**config.mk**
```make
export PLATFORM = sky130hd
export DESIGN_NAME = kc_ram
export DESIGN_NICKNAME = d
export VERILOG_FILES = /design/src/rtl/kmeans_3d_cluster_engine_defines.svh /design/src/rtl/kc_ram.sv
export SDC_FILE = /design/constraint.sdc
export NUM_CORES = 1
export LEC_CHECK = 0
export ABC_AREA = 1
export ABC_CLOCK_PERIOD_IN_PS = 1450
export BUFFER_PORTS_ARGS = -buffer_cell sky130_fd_sc_hd__buf_2
export CORE_MARGIN = 2
export CORE_UTILIZATION = 35
export CTS_CLUSTER_SIZE = 30
export DETAILED_ROUTE_END_ITERATION = 10
export GPL_TIMING_DRIVEN = 0
export PLACE_DENSITY_LB_ADDON = 0.2
export SLEW_MARGIN = 30
export SYNTH_ARGS = -nofsm -noshare
export SYNTH_HDL_FRONTEND = slang
export SYNTH_SLANG_ARGS = --single-unit
```
**constraint.sdc**
```tcl
create_clock -name clk -period 1.45 [get_ports clk]
set_input_delay 0.29 -clock clk [delete_from_list [all_inputs] [get_ports clk]]
set_output_delay 0.29 -clock clk [all_outputs]
set_load 0.02 [all_outputs]
```
**src/rtl/kmeans_3d_cluster_engine_defines.svh**
```systemverilog
// Assertion macros used by the engine's top-level RTL.
`ifndef KMEANS_3D_CLUSTER_ENGINE_DEFINES_SVH
`define KMEANS_3D_CLUSTER_ENGINE_DEFINES_SVH
`ifndef NO_ASSERTIONS
// Same-cycle implication.
`define KC_ASSERT_SAME(label, clk, rst, ante, cons) \
  label: assert property (@(posedge clk) disable iff (rst) (ante) |-> (cons)) \
    else $error("kmeans engine check failed");
// Next-cycle implication.
`define KC_ASSERT_NEXT(label, clk, rst, ante, cons) \
  label: assert property (@(posedge clk) disable iff (rst) (ante) |=> (cons)) \
    else $error("kmeans engine check failed");
`else
`define KC_ASSERT_SAME(label, clk, rst, ante, cons)
`define KC_ASSERT_NEXT(label, clk, rst, ante, cons)
`endif
`endif

```
**src/rtl/kc_ram.sv**
```systemverilog
module kc_ram #(
  parameter int WIDTH = 8,
  parameter int DEPTH = 16
) (
  input  logic                     clk,
  input  logic                     we,
  input  logic [$clog2(DEPTH)-1:0] waddr,
  input  logic [WIDTH-1:0]         wdata,
  input  logic [$clog2(DEPTH)-1:0] raddr,
  output logic [WIDTH-1:0]         rdata
);

  logic [WIDTH-1:0] mem [DEPTH];

  always_ff @(posedge clk) begin
    if (we) begin
      mem[waddr] <= wdata;
    end
    rdata <= mem[raddr];
  end

endmodule

```
Yosys cells after proc, flatten, opt, wreduce, memory -nomap -nowiden. Memories as Yosys holds them, arrays and structs flattened. A register that Yosys moved wholly into a read port is not among the register bits. Index checks and enable logic that the tools add are counted.

Input port bits: 18. Bits in latches: 0. Memories: 1. Memory bits (read-only): 0. Bits in registers: 0. Memory bits (writable): 128.

Equality and inequality tests: 0. $add $sub $neg: 0. Shifts and indexed selects: 0. Multiplexer cells: 2. Multipliers: 0. Reduce and logical (&&, ||, !) cells: 0. Bitwise gates (word level): 0. Div/mod/pow operators: 0. Magnitude comparators: 0.

Memories: mem (depth 16, width 8, read ports 1, clocked after memory_dff 1, write ports 1, RTL line kc_ram.sv:13) `logic [WIDTH-1:0] mem [DEPTH];`.

Operators with widths (count): $mux W1 (2).

Depth between registers and ports, before layout.
Depth after elaboration: 2. Mapped depth: 8. Mapped depth without buffers: 7.

Worst setup path after synthesis. No wires, ideal clock.

Path type: in2reg. Start point: input port waddr[2]. End point: memory mem[10][0] (enable). Arrival: 0.871 ns. Buffers on the path: 0. Setup time: 0.370 ns. Path slack: 0.209 ns. Stages: 2. Cell sequence: nand3b_1 > nor2_1.

RTL lines: start, declared (RTL line kc_ram.sv:7) `input logic [$clog2(DEPTH)-1:0] waddr,`; end, declared (RTL line kc_ram.sv:13).

No word-level cell before the write port.

Final worst setup path.
Start point: input port waddr[3]. End point: memory mem[5][4] (enable).

No word-level cell before the write port.

==> metrics <==
status completed; crit path DAT 1410 ps; die area 17500 sq um; # Post-CTS Setup Buffers 0; Register Area 4000 sq um; Worst setup EP type flop; reg2reg path depth 6; CTS buffer count 17; synthesized area per cell 10.5 sq um; Skew-Pair Late Insertion Delay 430 ps; Cell Area, Synth 5770 sq um; Worst Path Required 1500 ps; nets@finish 610; initial antenna violation count 0; # IOs 26; clock transition at the registers of the reported paths 60 ps; Final ANT Viol Nets 0; r2r setup slk 430 ps; Worst Path Buf+Inv 1; Net Switching 2.05 mW; unrepaired setup endpoints after global routing no; core area 16000 sq um; Largest stage delay, worst path 730 ps; worst reg2reg path startpoint mem[5][2]; async set-or-reset flop fraction in the synthesized netlist 0%; CTS Hold Bufs 0; area added between synthesis and finish 16.7%; largest area contributor in the netlist edfxtp_1; root buffer cell clkbuf_16; global-route wire length before repair 21.5 mm; Synth Flop Type edfxtp_1; fillcell total 1590; Max-slew headroom 37.8%; synth unique cells 12; Starting Density 36.0%; H-tree depth 4; Worst Clk Skew 7.85 ps; largest net degree at the start of global routing 17; share of the synthesized area in the top cell type 66.7%; Seq/Total Area, Yosys 69.4%; Sequential Power Share 47.6%; CTS Sinks 136; Final Non-Filler Cells 821; DRT Pass-1 Iters 4; critical path cell sequence buf_2 -> nand3b_1 -> nor2_1; number of synthesized flops with an enable pin 128; worst-margin pin slew 929 ps; combinational fraction of design power 6.5%; Syn Nets 569; Period minus WS final 1350 ps; Slew Viols, Final 0; P_leak 2.89 nW; MaxCap Viol Count 0; Die Y 132 microns; via count 3785; top-count cell post-synth nand2_1; GP Congestion 0.851; die width 132 microns; CP startpoint kind input port; Seq cells post-synth 136; cell family with most CP delay simple AND/OR/NAND/NOR gates; maximum vdd drop 0.897 mV; Pwr per Cell Area 1380 nW/um^2; Site Rows 46; Clk pwr share 45.9%; Hold Fails Final Rpt 0; dominant cells by area after synthesis edfxtp_1 (67%), nand2_1 (11%), nand3_1 (8.4%); initial DRC count 314; Crit path depth 3; Critical R2R Capture rdata[2]; total wire length 14.3 mm; Critical Path Fanout Max 8; HPWL after detailed placement 9.44 mm; layout cells sized above 1 12.4%; average wire per standard cell 17.4 microns; Worst setup startpoint waddr[3]; final period utilization 93.3%; Final Setup Violations 0; worst setup path category in -> reg; TritonCTS clock tree done; CP Capture Point mem[5][4]; Cells after Synth 551; vias in the first global route 3564; area of the multi-input gates 1210 sq um; Placed Instances 789; crit path max-delay cell type nor2_1; Synth Warn # 0; Sw Share 22.1%; Tot GR Track Use 17.2%; DRC viols 0; vias per cell 4.61; synth cell count leaders nand2_1 (173), edfxtp_1 (128), inv_1 (100); Diodes inserted 0; number of port buffers 22; grt total ovfl 0; Hold WC Path Type in -> reg; Fmax achieved 739 MHz; internal cell power 7.23 mW; CTS max path bufs 2; Min Hold Slack 295 ps; PostCTS Resize Cnt 0
[registers in the layout (all words and copies together), names as in the netlist]
name   flops
mem      128
rdata      8
[area by class of cell]
type | count | share of cell area, %
timing repair buffer | 22 | 1.64
sequential | 136 | 59.5
clock buffer | 17 | 6.32
buffer | 24 | 2.47
multi-input combinational | 289 | 18.0
inverter | 102 | 5.69
clock inverter | 15 | 2.38
tap | 216 | 4.01
[logic make-up (layout without fill, tap and decap cells)]
logic type	count (synthesis)	in the layout	share of synthesized area, %
and+or+nand+nor	289	289	21.0
buffers and inverters	126	180	9.52
DFF	136	136	69.4
[worst register-to-register path: stages (launching register included)]
cell,delay [ps]
edfxtp_1,370
inv_1,60
nand2_1,40
nand3_1,130
nand3_1,90
nand3_1,110
nand2_1,100
[metal layers]
layer	GRT usage, %	share of wire [%]	up-vias	wire length, microns
met3	3.69	4.9	27	697
met2	26.2	46	105	6560
met1	23.2	46	1795	6580
met5	0	0	-	0
met4	8.78	2.9	0	412
li1	-	-	1858	-
[layout by cell type, fill, tap and decap left out]
| cell type | instances |
|---|---|
| buf_1 | 1 |
| buf_2 | 35 |
| buf_4 | 4 |
| buf_6 | 6 |
| bufinv_16 | 3 |
| clkbuf_16 | 17 |
| clkinv_1 | 4 |
| clkinv_2 | 3 |
| clkinv_4 | 2 |
| clkinvlp_4 | 3 |
| dfxtp_1 | 8 |
| edfxtp_1 | 128 |
| inv_1 | 100 |
| inv_2 | 2 |
| nand2_1 | 173 |
| nand3_1 | 97 |
| nand3b_1 | 2 |
| nor2_1 | 17 |
[power groups by stage]
stage	clock [mW]	combinational, mW	sequential, mW
2_1_floorplan	0	0.310	4.53
3_3_place_gp	0	0.600	4.50
3_5_place_dp	0	0.607	4.50
4_1_cts	4.33	0.609	4.42
5_1_grt	4.47	0.663	4.42
6_report	4.26	0.605	4.42
[how the worst min path moves through the flow]
stage	startpoint	endpoint	cells after the start
6_report	wdata[5]	mem[1][5]	1
2_1_floorplan	wdata[0]	mem[0][0]	0
4_1_cts	wdata[5]	mem[3][5]	1
5_1_grt	wdata[5]	mem[1][5]	1
3_3_place_gp	mem[14][4]	rdata[4]	6
3_5_place_dp	mem[14][4]	rdata[4]	6
[per-stage QoR]
stage	setup WS [ps]	power, mW	setup TNS [ps]	util [%]	instance area (sq um)
4_1_cts	74.6	9.35	0	42.1	6730
3_5_place_dp	-383	5.11	-30610	38.4	6150
3_3_place_gp	-331	5.10	-28180	38.4	6150
5_1_grt	27.6	9.55	0	42.1	6730
6_report	97.3	9.28	0	42.1	6730
2_1_floorplan	209	4.84	0	-	5770
Power figures use the tool's default switching activity.
