**src/rtl/kmeans_3d_cluster_engine_defines.svh**
```systemverilog
// Assertion macros used by the engine's top-level RTL.
`ifndef KMEANS_3D_CLUSTER_ENGINE_DEFINES_SVH
`define KMEANS_3D_CLUSTER_ENGINE_DEFINES_SVH
`ifndef NO_ASSERTIONS
// Same-cycle implication.
`define KC_ASSERT_SAME(label, clk, rst, ante, cons) \
  label: assert property (@(posedge clk) disable iff (rst) (ante) |-> (cons)) \
    else $error("kmeans engine check failed");
// Next-cycle implication.
`define KC_ASSERT_NEXT(label, clk, rst, ante, cons) \
  label: assert property (@(posedge clk) disable iff (rst) (ante) |=> (cons)) \
    else $error("kmeans engine check failed");
`else
`define KC_ASSERT_SAME(label, clk, rst, ante, cons)
`define KC_ASSERT_NEXT(label, clk, rst, ante, cons)
`endif
`endif

```
**src/rtl/kc_pkg.sv**
```systemverilog
package kc_pkg;

  localparam int MAX_CLUSTERS = 16;
  localparam int MAX_POINTS   = 1024;
  localparam int COORD_BITS   = 12;

  localparam int CID_W  = $clog2(MAX_CLUSTERS);
  localparam int KCNT_W = $clog2(MAX_CLUSTERS + 1);
  localparam int PIDX_W = $clog2(MAX_POINTS);
  localparam int CNT_W  = PIDX_W + 1;
  localparam int SUM_W  = COORD_BITS + PIDX_W + 1;
  localparam int NUM_W  = SUM_W + CID_W;
  localparam int OFF_W  = CID_W + 3;
  localparam int DIST_W = 2 * COORD_BITS + 2;
  localparam int SLOT_W = 4;
  localparam int PASS_W = 6;
  localparam int STAB_W = 4;
  localparam int CFG_W  = 6;

  localparam logic [PASS_W-1:0] PASS_CAP = PASS_W'(62);

  typedef enum logic [1:0] {
    MODE_LOAD_CENTROID = 2'd0,
    MODE_ADD_POINT     = 2'd1,
    MODE_RUN           = 2'd2
  } mode_t;

  localparam logic [1:0] CFG_CLUSTER_COUNT = 2'd0;
  localparam logic [1:0] CFG_MAX_PASSES    = 2'd1;
  localparam logic [1:0] CFG_STABLE_PASSES = 2'd2;

  typedef enum logic [3:0] {
    ST_IDLE,
    ST_ERR,
    ST_CLEAR,
    ST_ASSIGN,
    ST_DRAIN,
    ST_SCAN,
    ST_LAUNCH,
    ST_WAIT,
    ST_ROT,
    ST_EMIT
  } state_t;

  typedef struct packed {
    logic signed [COORD_BITS-1:0] cx;
    logic signed [COORD_BITS-1:0] cy;
    logic signed [COORD_BITS-1:0] cz;
    logic signed [SUM_W-1:0]      sx;
    logic signed [SUM_W-1:0]      sy;
    logic signed [SUM_W-1:0]      sz;
    logic [CNT_W-1:0]             cnt;
  } cell_state_t;

  typedef struct packed {
    logic                         valid;
    logic [PIDX_W-1:0]            pidx;
    logic signed [COORD_BITS-1:0] px;
    logic signed [COORD_BITS-1:0] py;
    logic signed [COORD_BITS-1:0] pz;
    logic [DIST_W-1:0]            dsq;
    logic [CID_W-1:0]             best;
  } token_t;

  typedef struct packed {
    logic                         load_en;
    logic [SLOT_W-1:0]            load_slot;
    logic signed [COORD_BITS-1:0] load_x;
    logic signed [COORD_BITS-1:0] load_y;
    logic signed [COORD_BITS-1:0] load_z;
    logic                         clear;
    logic                         shift;
    logic                         acc_en;
    logic [CID_W-1:0]             acc_id;
    logic signed [COORD_BITS-1:0] acc_x;
    logic signed [COORD_BITS-1:0] acc_y;
    logic signed [COORD_BITS-1:0] acc_z;
  } cell_ctl_t;

  function automatic logic signed [COORD_BITS-1:0] sat_coord(
    input logic signed [NUM_W-1:0] v
  );
    logic signed [NUM_W-1:0] hi;
    logic signed [NUM_W-1:0] lo;
    hi = signed'(NUM_W'(2 ** (COORD_BITS - 1) - 1));
    lo = -hi - signed'(NUM_W'(1));
    if (v > hi) begin
      return hi[COORD_BITS-1:0];
    end else if (v < lo) begin
      return lo[COORD_BITS-1:0];
    end
    return v[COORD_BITS-1:0];
  endfunction

endpackage

```
**src/rtl/kc_cell.sv**
```systemverilog
module kc_cell
  import kc_pkg::*;
(
  input  logic              clk,
  input  logic              rst,
  input  logic [CID_W-1:0]  idx,
  input  logic [KCNT_W-1:0] k,
  input  cell_ctl_t         ctl,
  input  token_t            tok_in,
  output token_t            tok_out,
  input  cell_state_t       feed,
  output cell_state_t       st
);

  logic signed [COORD_BITS:0]   ex, ey, ez;
  logic signed [DIST_W-1:0]     sqx, sqy, sqz;
  logic [DIST_W-1:0]            sqd;
  logic                         active;
  logic                         take;
  logic                         load_hit;

  always_comb begin
    ex   = (COORD_BITS+1)'(st.cx) - (COORD_BITS+1)'(tok_in.px);
    ey   = (COORD_BITS+1)'(st.cy) - (COORD_BITS+1)'(tok_in.py);
    ez   = (COORD_BITS+1)'(st.cz) - (COORD_BITS+1)'(tok_in.pz);
    sqx  = ex * ex;
    sqy  = ey * ey;
    sqz  = ez * ez;
    sqd  = $unsigned(sqx) + $unsigned(sqy) + $unsigned(sqz);
    active = KCNT_W'(idx) < k;
    // Strict compare keeps the lower index on ties.
    take = active && ((idx == '0) || (sqd < tok_in.dsq));
    load_hit = ctl.load_en &&
               ({{SLOT_W{1'b0}}, idx} == {{CID_W{1'b0}}, ctl.load_slot});
  end

  always_ff @(posedge clk) begin
    if (rst) begin
      tok_out.valid <= 1'b0;
    end else begin
      tok_out.valid <= tok_in.valid;
    end
    tok_out.pidx <= tok_in.pidx;
    tok_out.px   <= tok_in.px;
    tok_out.py   <= tok_in.py;
    tok_out.pz   <= tok_in.pz;
    tok_out.dsq  <= take ? sqd : tok_in.dsq;
    tok_out.best <= take ? idx : tok_in.best;
  end

  always_ff @(posedge clk) begin
    if (rst) begin
      st <= '0;
    end else if (load_hit) begin
      st.cx <= ctl.load_x;
      st.cy <= ctl.load_y;
      st.cz <= ctl.load_z;
    end else if (ctl.clear) begin
      st.sx  <= '0;
      st.sy  <= '0;
      st.sz  <= '0;
      st.cnt <= '0;
    end else if (ctl.shift) begin
      st <= feed;
    end else if (ctl.acc_en && ctl.acc_id == idx) begin
      st.sx  <= st.sx + SUM_W'(ctl.acc_x);
      st.sy  <= st.sy + SUM_W'(ctl.acc_y);
      st.sz  <= st.sz + SUM_W'(ctl.acc_z);
      st.cnt <= st.cnt + CNT_W'(1);
    end
  end

endmodule

```
**config.mk**
```make
export PLATFORM = sky130hd
export DESIGN_NAME = kc_cell
export DESIGN_NICKNAME = d
export VERILOG_FILES = /design/src/rtl/kmeans_3d_cluster_engine_defines.svh /design/src/rtl/kc_pkg.sv /design/src/rtl/kc_cell.sv
export SDC_FILE = /design/constraint.sdc
export NUM_CORES = 2
export LEC_CHECK = 0
export BUFFER_PORTS_ARGS = -buffer_cell sky130_fd_sc_hd__buf_2
export CORE_MARGIN = 8
export CORE_UTILIZATION = 50
export DETAILED_ROUTE_END_ITERATION = 16
export PLACE_DENSITY = 0.73
export RECOVER_POWER = 100
export SYNTH_ARGS = -nofsm -noshare
export SYNTH_HDL_FRONTEND = slang
export SYNTH_SLANG_ARGS = --single-unit
```
**constraint.sdc**
```tcl
create_clock -name clk -period 18.3 [get_ports clk]
set_input_delay 3.66 -clock clk [delete_from_list [all_inputs] [get_ports clk]]
set_output_delay 3.66 -clock clk [all_outputs]
set_load 0.02 [all_outputs]
```
# Yosys cells after proc, flatten, opt, wreduce, memory -nomap -nowiden

Index checks and enable logic that the tools add are counted.

$add $sub $neg: 9
Multipliers: 3
Magnitude comparators: 2
Equal/unequal tests: 3
Mux-type cells: 8
Bitwise logic cells: 1
Reductions and logical operators: 9

Operator list:

| cell                    | number |
|---|---|
| $mux W80                | 3 |
| $mux W36                | 3 |
| $mul A13 B13 Y26        | 3 |
| $add A23 B12 Y23        | 3 |
| $add A26 B26 Y26        | 2 |
| $sub A12 B12 Y13        | 3 |
| $lt A26 B26 Y1          | 1 |
| $mux W26                | 1 |
| $add A11 B1 Y11 const B | 1 |
| $eq A4 B4 Y1            | 2 |
| $lt A4 B5 Y1            | 1 |
| $logic_not A4 Y1        | 1 |
| $mux W4                 | 1 |
| $reduce_and A2 Y1       | 2 |
| $logic_and A1 B1 Y1     | 3 |
| $reduce_bool A3 Y1      | 1 |
| $ne A2 B1 Y1 const B    | 1 |
| $reduce_bool A2 Y1      | 1 |
| $logic_or A1 B1 Y1      | 1 |
| $not A1 Y1              | 1 |

Flip-flop bits (word level): 193
Input port bits: 288
Output and inout bits: 193
Word-level logic and storage cells: 49

# Depth between registers and ports, before layout

Word-level depth: 8
Mapped depth: 47
Gate-level depth less buffers: 45

# Worst setup path before layout

No wires, ideal clock.

Path type: input port to flip-flop
From: in tok_in[30] in the netlist's numbering
To: reg tok_out[0] in the netlist's numbering
Library setup time: 0.121 ns
Arrival time: 14.216 ns
Data required time: 18.179 ns
Setup slack: 3.963 ns
Stages: 42
Path buffers: 2
Cell sequence: ha_1 > inv_1 > fa_1 > a21o_1 > a21oi_1 > o21bai_1 > a21oi_1 > o21ai_1 > a41oi_1 > nand3_1 > nand2_1 > inv_2 > clkbuf_1 > nor2_1 > fa_1 > fa_1 > fa_1 > inv_1 > [... 6 more ...] > fa_1 > inv_1 > ha_1 > a21oi_1 > o211ai_1 > a21o_1 > a21o_1 > nor2b_1 > a311oi_1 > a21oi_1 > xor2_1 > ha_1 > nand2_1 > o21ai_0 > nor4b_1 > o32a_1 > buf_2 > mux2_2

Word-level cells in the longest chain between the ends: 7

Ends and longest elaborated chain:

| what                | line          | RTL |
|---|---|---|
| start, declared     | kc_cell.sv:9  | `input token_t tok_in,` |
| $sub A12 B12 Y13    | kc_cell.sv:25 | `ez = (COORD_BITS+1)'(st.cz) - (COORD_BITS+1)'(tok_in.pz);` |
| $mul A13 B13 Y26    | kc_cell.sv:28 | `sqz = ez * ez;` |
| $add A26 B26 Y26    | kc_cell.sv:29 | `sqd = $unsigned(sqx) + $unsigned(sqy) + $unsigned(sqz);` |
| $lt A26 B26 Y1      | kc_cell.sv:32 | `take = active && ((idx == '0) \|\| (sqd < tok_in.dsq));` |
| $logic_or A1 B1 Y1  | kc_cell.sv:32 |  |
| $logic_and A1 B1 Y1 | kc_cell.sv:32 |  |
| $mux W4             | kc_cell.sv:48 | `tok_out.best <= take ? idx : tok_in.best;` |
| end, declared       | kc_cell.sv:10 | `output token_t tok_out,` |

Every way passes these cells.
A chain may end at the register's enable or synchronous reset.

# Worst setup path after layout

From: in tok_in[30] in the netlist's numbering
To: reg tok_out[25] in the netlist's numbering

Word-level cells in the longest chain between the ends: 7

Ends and longest elaborated chain:

| what                | line          | RTL |
|---|---|---|
| $sub A12 B12 Y13 *  | kc_cell.sv:25 |  |
| $mul A13 B13 Y26 *  | kc_cell.sv:28 |  |
| $add A26 B26 Y26 *  | kc_cell.sv:29 |  |
| $lt A26 B26 Y1      | kc_cell.sv:32 |  |
| $logic_or A1 B1 Y1  | kc_cell.sv:32 |  |
| $logic_and A1 B1 Y1 | kc_cell.sv:32 |  |
| $mux W26 *          | kc_cell.sv:47 | `tok_out.dsq <= take ? sqd : tok_in.dsq;` |

Mark *: on every way between the ends. The rest lies on a longest branch, timed or not.

==> run summary <==
outcome -> complete, but fails checks
failing checks -> capacitance limit, slew limit
area delta synth->final -> 11.7%
Clock Latency Late Sink -> 0.49 ns
final hold viol count -> 0
Worst EP required -> 18.66 ns
routability cong. -> 0.932
WL/cell -> 19.7 µm
total die area -> 68400 µm²
slew of the pin with the lowest slew margin -> 3.52 ns
H-tree Lvls -> 4
largest net degree at the start of global routing -> 78
grt total ovfl -> 0
critical path capture point type -> register
predominant post-synthesis flop cell -> dfxtp_1
Setup Buffers After CTS -> 0
crit-path max cell delay -> 1.37 ns
CTS tree -> built
startpoint types -> input pin
Synth Warn # -> 0
post-CTS sizing -> 0
final setup fails -> 0
die height -> 262 µm
initial antenna violation count -> 7
Post-Route WL -> 91000 µm
Seq cells post-synth -> 193
number of CTS-inserted buffers -> 17
average size of a mapped cell -> 8.91 µm²
hpwl dp -> 77700 µm
number of distinct library cells after synthesis -> 84
Setup Skew -> 0.0141 ns
gr usage total -> 0.265
row cnt -> 90
antenna viol nets, final -> 0
clk buf depth -> 2
I/O pins -> 481
Post-synth EDFFs -> 0
Root Driver -> clkbuf_16
Post-Synth Simple-Gate Area -> 0.110
DRC Markers -> 0
critical path arrival -> 16.69 ns
largest family of logic cells by synthesized area -> adder cells
Hold-fix buffers, CTS -> 0
fmax -> 61.3 MHz
RSZ-0062 raised after global routing -> no
DRT iter0 DRCs -> 1799
Vias -> 24652
placed cells -> 4585
Post-Syn Nets -> 4492
clock sinks -> 193
min cycle time layout -> 16.33 ns
Rel. slew slack -> -1.34
XOR/XNOR share of the synthesized area -> 0.0432
chip width -> 262 µm
Max Cap Viol -> 6
CP max stage cell -> o32a_1
CP dominant cell by count -> fa_1
sequential cell area fraction in the yosys report -> 0.128
area fraction in compound gates after synthesis -> 0.114
number of fill cells -> 5574
vias per cell -> 5.34
core area -> 60000 µm²
fraction of registers with async set/reset -> 0
Mapped Cells -> 3383
utilization after layout -> 0.561
Layout Nets -> 4931
Layout Cells excl Fill -> 4618
Post-Synth Adder-Cell Area -> 0.475
first-pass GRT wire length -> 140000 µm
max-slew violation count -> 310
final period utilization -> 0.892
HP Class -> reg2reg
PortBufs -> 480
layout cells sized above 1 -> 0.0942
Mapped Area -> 30100 µm²
crit path kind -> in2reg
mux cell area share after synthesis -> 0.0180
setup TNS -> 0 ns
first-pass detailed-route iteration total -> 5
clock slew seen by the registers of the worst setup and hold paths -> 0.07 ns
worst-path maximum fanout -> 50
vias in the first global route -> 25285
initial core utilization -> 0.502
worst max-delay path, delay by kind of cell:
kind | cells | cell delay, ns
simple gates | 5 | 2.20
compound gates | 13 | 3.95
xor+xnor | 1 | 0.20
mux | 1 | 0.45
fa+ha+maj | 12 | 5.24
buf+inv | 9 | 0.96
synth_stat cells, drive strengths merged, types with 9 or more instances:
| library cell | n | area (µm²) |
|---|---|---|
| xnor2 | 102 | 901 |
| and3 | 18 | 113 |
| or3 | 12 | 80.1 |
| nand2 | 226 | 848 |
| a21oi | 143 | 723 |
| xor2 | 45 | 402 |
| nor2b | 19 | 121 |
| o22ai | 12 | 75.1 |
| a31oi | 17 | 113 |
| nor2 | 309 | 1160 |
| o21a | 25 | 188 |
| a221oi | 22 | 193 |
| ha | 283 | 3540 |
| or2 | 14 | 87.6 |
| dfxtp | 193 | 3860 |
| mux2i | 44 | 440 |
| nand2b | 31 | 194 |
| o21ai | 105 | 533 |
| nand3 | 28 | 140 |
| o31ai | 9 | 77.6 |
| mux2 | 9 | 101 |
| clkinv | 9 | 33.8 |
| inv | 797 | 2990 |
| fa | 538 | 10800 |
| clkbuf | 73 | 274 |
| nor3 | 64 | 325 |
| and2 | 10 | 65.1 |
| buf | 13 | 70.1 |
| a211oi | 48 | 365 |
| a21o | 47 | 353 |
| a22oi | 16 | 120 |
sequential cells by signal, indices dropped and copies added, names as in the netlist:
register  cells
st          116
tok_out      77
worst paths after layout:
check	from	to	slack, ns	depth (start not counted)
setup reg to reg	st[80]$_SDFFE_PP0P_	tok_out[25]$_DFF_P_	4.74	41
setup / recovery	tok_in[30]	tok_out[25]$_DFF_P_	1.97	41
hold reg to reg	st[26]$_SDFFE_PP0P_	st[26]$_SDFFE_PP0P_	0.48	2
hold / removal	st[26]$_SDFFE_PP0P_	st[26]$_SDFFE_PP0P_	0.48	2
metrics by stage:
stage               worst slack, ns  instance area (µm²)  hold slack [ns]
finish                         1.97                33700            0.481
global route                   1.22                33700            0.529
CTS                            3.08                34000            0.485
detailed placement             2.60                33400            0.476
global placement               2.89                33400            0.467
floorplan                      3.96                30100            0.550
cells in the final DEF (no fill, tap or decap), types with 27 or more instances in the layout:
cell type  synthesis  routed
nor2_1           308     306
xor2_1            44      44
nand2b_1          31      31
nand2_1          226     226
a21oi_1          141     141
a21o_1            47      47
nand3_1           28      27
buf_2              5     252
nor3_1            63      63
xnor2_1          101      99
a211oi_1          47      47
dfxtp_1          193     193
o21ai_0           99     100
ha_1             283     283
fa_1             538     538
mux2i_1           44      44
clkbuf_1          73     233
inv_1            794     795
metal layers:
layer  routed length (µm)  vias up  track usage  part of all wire
li1                     -    11497            -                 -
met1                37400    11981        0.345              0.41
met2                42500     1002        0.429              0.47
met3                 7800      170       0.0610             0.086
met4                 3340        2       0.0988             0.037
met5                   18        -            0           0.00020
cell families after synthesis:
| group | Yosys count |
|---|---|
| multiplexers | 53 |
| AND/OR/NAND/NOR | 758 |
| other | 1 |
| flip-flops | 193 |
| AO/OA/AOI/OAI | 518 |
| buffers and inverters | 892 |
| XOR/XNOR | 147 |
| adder cells (fa/ha/maj) | 821 |
final cells by class:
cell class | instances | area (µm²) | share of cell area
diodes | 3 | 7.51 | 0.000223
clock buffers | 21 | 470 | 0.0140
clock inverters | 9 | 72.6 | 0.00216
inverters | 806 | 3030 | 0.0899
multi-input cells | 2298 | 23000 | 0.682
flip-flops and latches | 193 | 3860 | 0.115
well taps | 782 | 978 | 0.0291
repair buffers | 506 | 2300 | 0.0682
Power is not shown: default switching activity piles up to over one toggle a cycle in this logic, so the estimate is an artifact.
