[src/rtl/kmeans_3d_cluster_engine_defines.svh]
// Assertion macros used by the engine's top-level RTL.
`ifndef KMEANS_3D_CLUSTER_ENGINE_DEFINES_SVH
`define KMEANS_3D_CLUSTER_ENGINE_DEFINES_SVH
`ifndef NO_ASSERTIONS
// Same-cycle implication.
`define KC_ASSERT_SAME(label, clk, rst, ante, cons) \
  label: assert property (@(posedge clk) disable iff (rst) (ante) |-> (cons)) \
    else $error("kmeans engine check failed");
// Next-cycle implication.
`define KC_ASSERT_NEXT(label, clk, rst, ante, cons) \
  label: assert property (@(posedge clk) disable iff (rst) (ante) |=> (cons)) \
    else $error("kmeans engine check failed");
`else
`define KC_ASSERT_SAME(label, clk, rst, ante, cons)
`define KC_ASSERT_NEXT(label, clk, rst, ante, cons)
`endif
`endif

[src/rtl/kc_pkg.sv]
package kc_pkg;

  localparam int MAX_CLUSTERS = 16;
  localparam int MAX_POINTS   = 1024;
  localparam int COORD_BITS   = 12;

  localparam int CID_W  = $clog2(MAX_CLUSTERS);
  localparam int KCNT_W = $clog2(MAX_CLUSTERS + 1);
  localparam int PIDX_W = $clog2(MAX_POINTS);
  localparam int CNT_W  = PIDX_W + 1;
  localparam int SUM_W  = COORD_BITS + PIDX_W + 1;
  localparam int NUM_W  = SUM_W + CID_W;
  localparam int OFF_W  = CID_W + 3;
  localparam int DIST_W = 2 * COORD_BITS + 2;
  localparam int SLOT_W = 4;
  localparam int PASS_W = 6;
  localparam int STAB_W = 4;
  localparam int CFG_W  = 6;

  localparam logic [PASS_W-1:0] PASS_CAP = PASS_W'(62);

  typedef enum logic [1:0] {
    MODE_LOAD_CENTROID = 2'd0,
    MODE_ADD_POINT     = 2'd1,
    MODE_RUN           = 2'd2
  } mode_t;

  localparam logic [1:0] CFG_CLUSTER_COUNT = 2'd0;
  localparam logic [1:0] CFG_MAX_PASSES    = 2'd1;
  localparam logic [1:0] CFG_STABLE_PASSES = 2'd2;

  typedef enum logic [3:0] {
    ST_IDLE,
    ST_ERR,
    ST_CLEAR,
    ST_ASSIGN,
    ST_DRAIN,
    ST_SCAN,
    ST_LAUNCH,
    ST_WAIT,
    ST_ROT,
    ST_EMIT
  } state_t;

  typedef struct packed {
    logic signed [COORD_BITS-1:0] cx;
    logic signed [COORD_BITS-1:0] cy;
    logic signed [COORD_BITS-1:0] cz;
    logic signed [SUM_W-1:0]      sx;
    logic signed [SUM_W-1:0]      sy;
    logic signed [SUM_W-1:0]      sz;
    logic [CNT_W-1:0]             cnt;
  } cell_state_t;

  typedef struct packed {
    logic                         valid;
    logic [PIDX_W-1:0]            pidx;
    logic signed [COORD_BITS-1:0] px;
    logic signed [COORD_BITS-1:0] py;
    logic signed [COORD_BITS-1:0] pz;
    logic [DIST_W-1:0]            dsq;
    logic [CID_W-1:0]             best;
  } token_t;

  typedef struct packed {
    logic                         load_en;
    logic [SLOT_W-1:0]            load_slot;
    logic signed [COORD_BITS-1:0] load_x;
    logic signed [COORD_BITS-1:0] load_y;
    logic signed [COORD_BITS-1:0] load_z;
    logic                         clear;
    logic                         shift;
    logic                         acc_en;
    logic [CID_W-1:0]             acc_id;
    logic signed [COORD_BITS-1:0] acc_x;
    logic signed [COORD_BITS-1:0] acc_y;
    logic signed [COORD_BITS-1:0] acc_z;
  } cell_ctl_t;

  function automatic logic signed [COORD_BITS-1:0] sat_coord(
    input logic signed [NUM_W-1:0] v
  );
    logic signed [NUM_W-1:0] hi;
    logic signed [NUM_W-1:0] lo;
    hi = signed'(NUM_W'(2 ** (COORD_BITS - 1) - 1));
    lo = -hi - signed'(NUM_W'(1));
    if (v > hi) begin
      return hi[COORD_BITS-1:0];
    end else if (v < lo) begin
      return lo[COORD_BITS-1:0];
    end
    return v[COORD_BITS-1:0];
  endfunction

endpackage

[src/rtl/kc_div.sv]
module kc_div
  import kc_pkg::*;
(
  input  logic                    clk,
  input  logic                    rst,
  input  logic                    start,
  input  logic signed [NUM_W-1:0] num,
  input  logic [CNT_W-1:0]        den,
  output logic                    done,
  output logic signed [NUM_W-1:0] quo
);

  localparam int STEP_W = $clog2(NUM_W + 1);

  logic              busy;
  logic [STEP_W-1:0] steps;
  logic [CNT_W-1:0]  rem;
  logic [NUM_W-1:0]  q;
  logic [CNT_W-1:0]  den_r;
  logic              neg;
  logic [CNT_W:0]    rem_shift;
  logic              ge;

  always_comb begin
    rem_shift = {rem, q[NUM_W-1]};
    ge        = rem_shift >= {1'b0, den_r};
  end

  always_ff @(posedge clk) begin
    if (rst) begin
      busy <= 1'b0;
      done <= 1'b0;
    end else begin
      done <= 1'b0;
      if (start) begin
        busy <= 1'b1;
      end else if (busy && steps == STEP_W'(1)) begin
        busy <= 1'b0;
        done <= 1'b1;
      end
    end
  end

  // Restoring division, one quotient bit per cycle.
  always_ff @(posedge clk) begin
    if (start) begin
      q     <= num[NUM_W-1] ? NUM_W'(-num) : NUM_W'(num);
      neg   <= num[NUM_W-1];
      rem   <= '0;
      den_r <= den;
      steps <= STEP_W'(NUM_W);
    end else if (busy) begin
      steps <= steps - STEP_W'(1);
      if (ge) begin
        rem <= CNT_W'(rem_shift - {1'b0, den_r});
        q   <= {q[NUM_W-2:0], 1'b1};
      end else begin
        rem <= rem_shift[CNT_W-1:0];
        q   <= {q[NUM_W-2:0], 1'b0};
      end
    end
  end

  assign quo = neg ? -signed'(q) : signed'(q);

endmodule

[config.mk]
export PLATFORM = sky130hd
export DESIGN_NAME = kc_div
export DESIGN_NICKNAME = d
export VERILOG_FILES = /design/src/rtl/kmeans_3d_cluster_engine_defines.svh /design/src/rtl/kc_pkg.sv /design/src/rtl/kc_div.sv
export SDC_FILE = /design/constraint.sdc
export NUM_CORES = 1
export LEC_CHECK = 0
export BUFFER_PORTS_ARGS = -buffer_cell sky130_fd_sc_hd__buf_2
export CAP_MARGIN = 20
export CORE_MARGIN = 3
export CORE_UTILIZATION = 55
export CTS_BUF_LIST = sky130_fd_sc_hd__clkbuf_16
export DETAILED_ROUTE_END_ITERATION = 16
export PLACE_DENSITY = 0.85
export SLEW_MARGIN = 10
export SYNTH_ARGS = -nofsm -noshare
export SYNTH_HDL_FRONTEND = slang
export SYNTH_SLANG_ARGS = --single-unit
export TNS_END_PERCENT = 5
[constraint.sdc]
create_clock -name clk -period 4.1 [get_ports clk]
set_clock_uncertainty 0.15 [all_clocks]
set_input_delay 1.23 -clock clk [delete_from_list [all_inputs] [get_ports clk]]
set_output_delay 1.23 -clock clk [all_outputs]
set_load 0.1 [all_outputs]
### Word level (Yosys, flattened, before mapping)

Cells that the tools add are included.

| storage, ports and cells | value |
|---|---|
| word-level logic and storage cells | 26 |
| output and inout port bits | 28 |
| input bits | 41 |
| register bits after elaboration | 57 |

| cells by class | value |
|---|---|
| magnitude comparators | 1 |
| mux-type cells | 9 |
| equality and inequality tests | 1 |
| add/subtract/negate cells | 4 |
| reductions and logical operators | 4 |

Operators with widths:

| operator | count |
|---|---|
| 27-bit two-way mux | 4 |
| 27-bit negator | 2 |
| 12-bit by 11-bit greater-or-equal comparator with 1-bit output | 1 |
| 11-bit two-way mux | 1 |
| 11-bit subtractor | 1 |
| 5-bit by 1-bit == test with 1-bit output (second input constant) | 1 |
| 5-bit by 1-bit subtractor with 5-bit output (second input constant) | 1 |
| 1-bit two-way mux | 4 |
| 2-bit nonzero test | 2 |
| 2-bit OR reduction | 1 |
| 1-bit logical AND | 1 |

### Logic depth before layout (Yosys ltp)

Gate-level depths: netlist of the first run.

| logic depth | value |
|---|---|
| depth after elaboration | 4 |
| mapped depth | 10 |
| gate-level depth less buffers | 9 |

### Least setup slack after synthesis of the first run

Ideal clock, no wire load.

| path | value |
|---|---|
| kind | register to output |
| start | register q[3] |
| end | output quo[25] |
| buffers on the path | 0 |
| cell stages (with the launch flop) | 7 |
| required time | 2.720 ns |
| path slack | -0.851 ns |
| arrival | 3.571 ns |
| path through | edfxtp_1 > or3_4 > or4_1 > o41a_1 > a21oi_1 > nand2_1 > xnor2_1 |

| between the ends | value |
|---|---|
| word-level cells in the longest chain between the ends | 2 |

RTL lines:

| what | line | source |
|---|---|---|
| start: declaration | kc_div.sv:18 | `logic [NUM_W-1:0] q;` |
| start signal: assignment | kc_div.sv:47 | `q <= num[NUM_W-1] ? NUM_W'(-num) : NUM_W'(num);` |
| start signal: assignment | kc_div.sv:56 | `q <= {q[NUM_W-2:0], 1'b1};` |
| start signal: assignment | kc_div.sv:59 | `q <= {q[NUM_W-2:0], 1'b0};` |
| 27-bit negator | kc_div.sv:64 | `assign quo = neg ? -signed'(q) : signed'(q);` |
| 27-bit two-way mux | kc_div.sv:64 |  |
| end: declaration | kc_div.sv:10 | `output logic signed [NUM_W-1:0] quo` |

No other way between the ends.

### Worst setup path after layout of the first run

| path | value |
|---|---|
| start | register q[4] |
| end | output quo[22] |

The elaborated chain is that of the path after synthesis.

==> results of run 1 <==
[cell families after synthesis]
kind of cell	after synthesis	synth area share
flip-flops	57	0.394
adder cells (fa/ha/maj)	16	0.0534
multiplexers	11	0.0315
AO/OA/AOI/OAI	99	0.166
buffers and inverters	46	0.0454
XOR/XNOR	60	0.135
AND/OR/NAND/NOR	130	0.174
[final timing paths]
kind         startpoint  endpoint  slack (ps)  cells past startpoint
max                q[4]   quo[22]        -270                      7
min             rem[10]   rem[10]         330                      2
max reg2reg       q[26]    rem[0]        1100                      9
min reg2reg     rem[10]   rem[10]         330                      2
[metal layers]
metal | wire [um] | up-vias | global-route usage
met5 | 0 | - | 0
met4 | 228 | 0 | 0.0969
met3 | 810 | 29 | 0.0661
met2 | 4850 | 167 | 0.430
met1 | 3540 | 1616 | 0.266
li1 | - | 1653 | -
[power by group]
group / total (mW) / switching [mW] / internal [mW]
registers: 0.736 / 0.0569 / 0.680
logic: 0.871 / 0.600 / 0.271
clock network: 0.752 / 0.234 / 0.518
total: 2.36 / 0.891 / 1.47
[synth_stat cells, drive strengths merged, types with 2 or more instances]
library cell / number
a211oi: 5
a21o: 2
a21oi: 27
a311oi: 2
a31o: 2
a31oi: 6
a41oi: 2
buf: 5
clkbuf: 14
dfxtp: 18
edfxtp: 39
ha: 15
inv: 27
mux2: 10
nand2: 28
nand2b: 12
nand3: 14
nand4: 2
nand4b: 2
nor2: 39
nor2b: 2
nor4: 6
o21a: 2
o21ai: 27
o22ai: 3
o311ai: 2
o31ai: 5
o41ai: 9
or2: 4
or3: 7
or4: 6
xnor2: 38
xor2: 22
[critical path, cell delays in order, from the launching register on]
cell and delay, ps:
edfxtp_1 440, or3_4 420, or4b_4 520, or4_4 500, or2_4 270, o21ai_2 120, xnor2_1 190, buf_12 210
[layout by cell type, fill, tap and decap left out, types with 7 or more instances in the layout]
| cell | count |
|---|---|
| a21oi_1 | 26 |
| buf_12 | 14 |
| buf_2 | 54 |
| buf_4 | 7 |
| clkbuf_16 | 9 |
| dfxtp_1 | 18 |
| edfxtp_1 | 39 |
| ha_1 | 15 |
| inv_1 | 28 |
| mux2_2 | 10 |
| nand2_1 | 28 |
| nand2b_1 | 12 |
| nand3_1 | 14 |
| nor2_1 | 39 |
| o21ai_0 | 25 |
| o41ai_1 | 7 |
| xnor2_1 | 36 |
| xor2_1 | 19 |
[metrics by stage]
| stage | hold slack [ps] | instance area (um2) | worst slack, ps |
|---|---|---|---|
| 6_report | 330 | 4890 | -275 |
| 5_1_grt | 374 | 4890 | -345 |
| 4_1_cts | 329 | 4880 | -281 |
| 3_5_place_dp | 317 | 4570 | 84.4 |
| 3_3_place_gp | 318 | 4570 | 133 |
| 2_1_floorplan | 294 | 3930 | -255 |
[flip-flops by register name, indices dropped and copies added, names as in the netlist]
signal / count
steps: 5
rem: 11
q: 27
neg: 1
den_r: 11
done: 1
busy: 1
[final cells by class]
cell class / instances / area, um2
diodes: 1 / 2.50
clock buffers: 9 / 225
clock inverters: 6 / 75.1
fillers: 506 / 1940
inverters: 27 / 101
multi-input cells: 316 / 2220
flip-flops and latches: 57 / 1530
well taps: 96 / 120
repair buffers: 76 / 618
[what timing repair did]
| action | CTS | global route |
|---|---|---|
| resized for setup | 1 | 0 |
| setup buffers | 0 | 0 |
| hold buffers | 0 | 0 |
| pin swaps | 1 | 1 |
| endpoints found under the setup margin | 10 | 14 |
==> impl_metrics.json, run 1 <==
{
  "path_clk_slew_ps": 50,
  "worstSetupEndpointType": "output port",
  "drive_gt1_frac": 0.238,
  "synth_nets": 476,
  "setup_viol": 11,
  "first_pass_iters": 5,
  "cp_max_fo": 6,
  "port_buffers": 68,
  "finalHoldViolCount": 0,
  "fin_cells": 588,
  "htreeDepth": 3,
  "drt_iter0_drc": 265,
  "die_h_um": 90.1,
  "gp_congestion": 0.878,
  "post-route-util": 0.716,
  "period_minus_slack_ps": 4370,
  "clock-root-buffer": "clkbuf_16",
  "routed_wl_um": 9430,
  "syn_inst": 419,
  "fmax_ghz": 0.229,
  "synth.area.top_cells": "edfxtp_1 30%, dfxtp_1 9.3%, xnor2_1 8.6%",
  "area_growth_pct": 25.9,
  "tns_ps": -1710,
  "syn_area_um2": 3890,
  "worstSetupStartpointType": "flip-flop",
  "pwr_density_cell_nw_per_um2": 482,
  "synthFlopType": "edfxtp_1",
  "dieArea_um2": 8110,
  "grt_pass1_wl_um": 15800,
  "vias": 3465,
  "synth_top_area_cell": "edfxtp_1",
  "fin_crit_sh": 1.07,
  "relSlewSlack": 0.362,
  "die-width_um": 90.1,
  "grt.total_usage": 0.239,
  "hp-class": "flip-flop to flip-flop",
  "initial_utilization": 0.569,
  "place_hpwl_um": 6750,
  "yosysUniqueCellTypes": 55,
  "cts_max_path_buffers": 2,
  "p_leak_nw": 1.94,
  "cts_sinks": 57,
  "maxCapViolations": 0,
  "yosys.area.top_type_share": 0.301,
  "ys_ff_latch": 57,
  "grt_max_degree": 72,
  "violations": "negative setup slack",
  "rsz0062_at_grt": "yes",
  "synth_area_per_cell_um2": 9.28,
  "boundaryPins": 69,
  "synth_edf_count": 39,
  "drc": 0,
  "ir_drop_uv": 348,
  "ys.warnings.count": 0,
  "design_power_total_mw": 2.36,
  "wl_per_cell_um": 16.0,
  "grt_pass1_vias": 3419,
  "rows": 30,
  "drv_slew": 0,
  "via_per_inst": 5.89,
  "overflow": 0,
  "worst_ep_required_time_ps": 2720,
  "nets": 544,
  "fin_ws_ps": -275,
  "core_um2": 6830,
  "dp.cells": 571,
  "antenna_found_initial": 0,
  "ys_async_sr_fraction": 0,
  "critPathKind": "flip-flop to output port",
  "tightestPinTransition_ps": 957,
  "clkLatencyLatePin_ps": 320,
  "run_status": "finished, violations left",
  "cp_data_arrival_time_ps": 2990,
  "cts_buffers": 9,
  "detail-route-antenna-nets": 0,
  "cts_tree": "done",
  "synth-seq-area-share": 0.394
}
Power figures use the tool's default switching activity.
==> run 2, diff against run 1 <==
--- a/config.mk
+++ b/config.mk
@@ -5,13 +5,15 @@
 export SDC_FILE = /design/constraint.sdc
 export NUM_CORES = 1
 export LEC_CHECK = 0
+export ABC_AREA = 1
 export BUFFER_PORTS_ARGS = -buffer_cell sky130_fd_sc_hd__buf_2
 export CAP_MARGIN = 20
 export CORE_MARGIN = 3
 export CORE_UTILIZATION = 55
 export CTS_BUF_LIST = sky130_fd_sc_hd__clkbuf_16
 export DETAILED_ROUTE_END_ITERATION = 16
-export PLACE_DENSITY = 0.85
+export GPL_ROUTABILITY_DRIVEN = 0
+export PLACE_DENSITY = 0.83
 export SLEW_MARGIN = 10
 export SYNTH_ARGS = -nofsm -noshare
 export SYNTH_HDL_FRONTEND = slang
==> run 2 against run 1 <==
  * The run now ends clean
  * Utilization fell by 6.5 points
  * Total power fell by 7.6%
  * Non-clock buffer count fell by 3
  * Sequential share of layout area fell by 2.7 points
  * Final cell count rose by 47%
  * Flip-flop and latch count did not move
  * First-iteration DRC count rose by 41%
  * Hold slack got worse by 27 ps
  * Largest cell class unchanged
  * Critical endpoint is now quo[24]
  * Combinational power fell by 14%
  * Maximum frequency rose by 16%
==> impl_metrics.json, run 2 <==
{
  "routed_wl_um": 12000,
  "place_hpwl_um": 9060,
  "min_from": "steps[4]",
  "design_power_total_mw": 2.18,
  "maxCapViolations": 0,
  "port_buffers": 68,
  "post_cts_buffers": 0,
  "critPathTopFamily": "buffers and inverters",
  "synth_nets": 745,
  "cp_slowest_cell": "buf_2",
  "setup_viol": 0,
  "first_pass_iters": 7,
  "cp_data_arrival_time_ps": 2400,
  "synthFlopType": "edfxtp_1",
  "grt.total_usage": 0.250,
  "rows": 33,
  "drt_iter0_drc": 373,
  "ys_ff_latch": 57,
  "crit_buf_inv": 2,
  "yosys.area.top_type_share": 0.250,
  "mostFrequentLayoutCell": "nand2_1",
  "htreeDepth": 3,
  "relSlewSlack": 0.404,
  "r2r-end": "q[0]",
  "p_leak_nw": 2.59,
  "tightestPinTransition_ps": 891,
  "drc": 0,
  "finalHoldViolCount": 0,
  "ff2ff_setup_slack_ps": 1570,
  "grt_pass1_wl_um": 19800,
  "worstSetupEndpointType": "output port",
  "ys_async_sr_fraction": 0,
  "core_um2": 8220,
  "nets": 810,
  "largest_registers": "q: 27 flops, den_r: 11 flops, rem: 11 flops",
  "ctsResizeCount": 0,
  "critPathKind": "flip-flop to output port",
  "hp-class": "flip-flop to flip-flop",
  "wl_per_cell_um": 13.9,
  "yosysUniqueCellTypes": 41,
  "worst_r2r_path_depth": 10,
  "run_status": "finished clean",
  "vias": 4760,
  "cp_cell_sequence": "inv_1 > ha_1 > nand3_2 > nor2_2 > nand3_1 > xor2_1 > nand2_1 > o21ai_0 > buf_2",
  "fin_cells": 863,
  "period_minus_slack_ps": 3780,
  "clock-root-buffer": "clkbuf_16",
  "cts_max_path_buffers": 2,
  "largest_reg_flops": 27,
  "hold_depth": 2,
  "synth_most_common_cell": "nand2_1",
  "synth_top_area_cell": "edfxtp_1",
  "fmax_ghz": 0.264,
  "via_per_inst": 5.52,
  "drv_slew": 0,
  "clkLatencyLatePin_ps": 330,
  "n_antenna_cell": 0,
  "tns_ps": 0,
  "grt_pass1_vias": 4319,
  "syn_area_um2": 4680,
  "ys_top_cells_by_count": "195 x nand2_1, 85 x inv_1, 83 x nor2_1",
  "fin_crit_sh": 0.923,
  "worst_hold_slack_ps": 303,
  "ys.warnings.count": 0,
  "rsz0062_at_grt": "no",
  "dp.cells": 847,
  "die-width_um": 98.2,
  "ir_drop_uv": 166,
  "worstSetupStartpointType": "flip-flop",
  "hold_end": "steps[4]",
  "most-common-layout-cells": "195 x nand2_1, 86 x inv_1, 83 x nor2_1",
  "initial_utilization": 0.569,
  "pwr_density_cell_nw_per_um2": 407,
  "syn_inst": 688,
  "num-fill-cells": 692,
  "detail-route-antenna-nets": 0,
  "synth.area.top_cells": "edfxtp_1 25%, nand2_1 16%, dfxtp_1 7.7%",
  "worst_ep_required_time_ps": 2720,
  "antenna_found_initial": 0,
  "cts-hold-fix-buffers": 0,
  "boundaryPins": 69,
  "cp_max_fo": 5,
  "synth_edf_count": 39,
  "regToRegStartpoint": "q[26]",
  "cts_sinks": 57,
  "cts_tree": "done",
  "largest_register": "q",
  "synth-seq-area-share": 0.328,
  "max_stage_delay_ps": 470,
  "dieArea_um2": 9640,
  "path_clk_slew_ps": 50,
  "drive_gt1_frac": 0.173,
  "synth_area_per_cell_um2": 6.80,
  "overflow": 0,
  "cts_buffers": 9,
  "area_growth_pct": 14.5,
  "grt_max_degree": 34,
  "die_h_um": 98.2
}
-- run 2: cell count changes after synthesis, moves of 10 or more --
cell and change:
o21ai_1 +11, nor2_1 +44, mux2_2 -10, nand2_2 +15
a21oi_1 -16, xnor2_1 -29, nand2b_1 -12, nand3_1 +51
inv_1 +58, nand4_1 +22, nand2_1 +167
-- run 2: cell families (layout without fill, tap and decap cells) --
| logic type | Yosys count | count (layout) | synth area share |
|---|---|---|---|
| AND/OR/NAND/NOR | 407 | 407 | 0.394 |
| flip-flops | 57 | 57 | 0.328 |
| XOR/XNOR | 32 | 32 | 0.0599 |
| AO/OA/AOI/OAI | 63 | 63 | 0.0733 |
| buffers and inverters | 113 | 183 | 0.101 |
| adder cells (fa/ha/maj) | 16 | 16 | 0.0444 |
-- run 2: report_power, final --
part | total (mW) | internal [mW] | switching (mW)
registers | 0.716 | 0.672 | 0.0438
logic | 0.748 | 0.149 | 0.599
clock network | 0.717 | 0.462 | 0.255
total | 2.18 | 1.28 | 0.897
-- run 2: worst max path at each step --
stage / startpoint / to / slack, ps / cells past startpoint
after global placement: q[0] / quo[26] / 800 / 9
after detailed placement: q[1] / quo[24] / 690 / 9
after floorplan: neg / quo[14] / -130 / 3
after CTS: q[1] / quo[24] / 350 / 9
after global routing: q[6] / quo[15] / 230 / 8
final: q[1] / quo[24] / 320 / 9
-- run 2: through the flow --
stage	setup WS, ps	cell area, um2	utilization
after floorplan	-133	4680	-
after global placement	799	5060	0.616
after detailed placement	693	5060	0.616
after CTS	350	5350	0.651
after global routing	233	5350	0.651
final	315	5350	0.651
-- run 2: layer usage --
| layer | GRT usage | wire, um | vias to the layer above |
|---|---|---|---|
| met1 | 0.328 | 5150 | 2154 |
| li1 | - | - | 2357 |
| met3 | 0.0457 | 1010 | 24 |
| met5 | 0 | 0 | - |
| met4 | 0.0767 | 237 | 0 |
| met2 | 0.423 | 5590 | 225 |
-- run 2: cell type report --
cell class,instances,area [um2],area share
Clock inverter,7,62.6,0.0117
Inverter,94,353,0.0659
Tap cell,105,131,0.0245
Clock buffer,9,225,0.0421
Timing Repair Buffer,73,378,0.0706
Sequential cell,57,1530,0.286
Multi-Input combinational cell,518,2670,0.499
-- run 2: worst reg2reg max path: cells and delay by family, from the launching register on --
kind,cells,cell delay [ps]
AO/OA/AOI/OAI,1,60
AND/OR/NAND/NOR,5,920
buffers and inverters,2,260
flip-flops,1,440
adder cells (fa/ha/maj),2,440
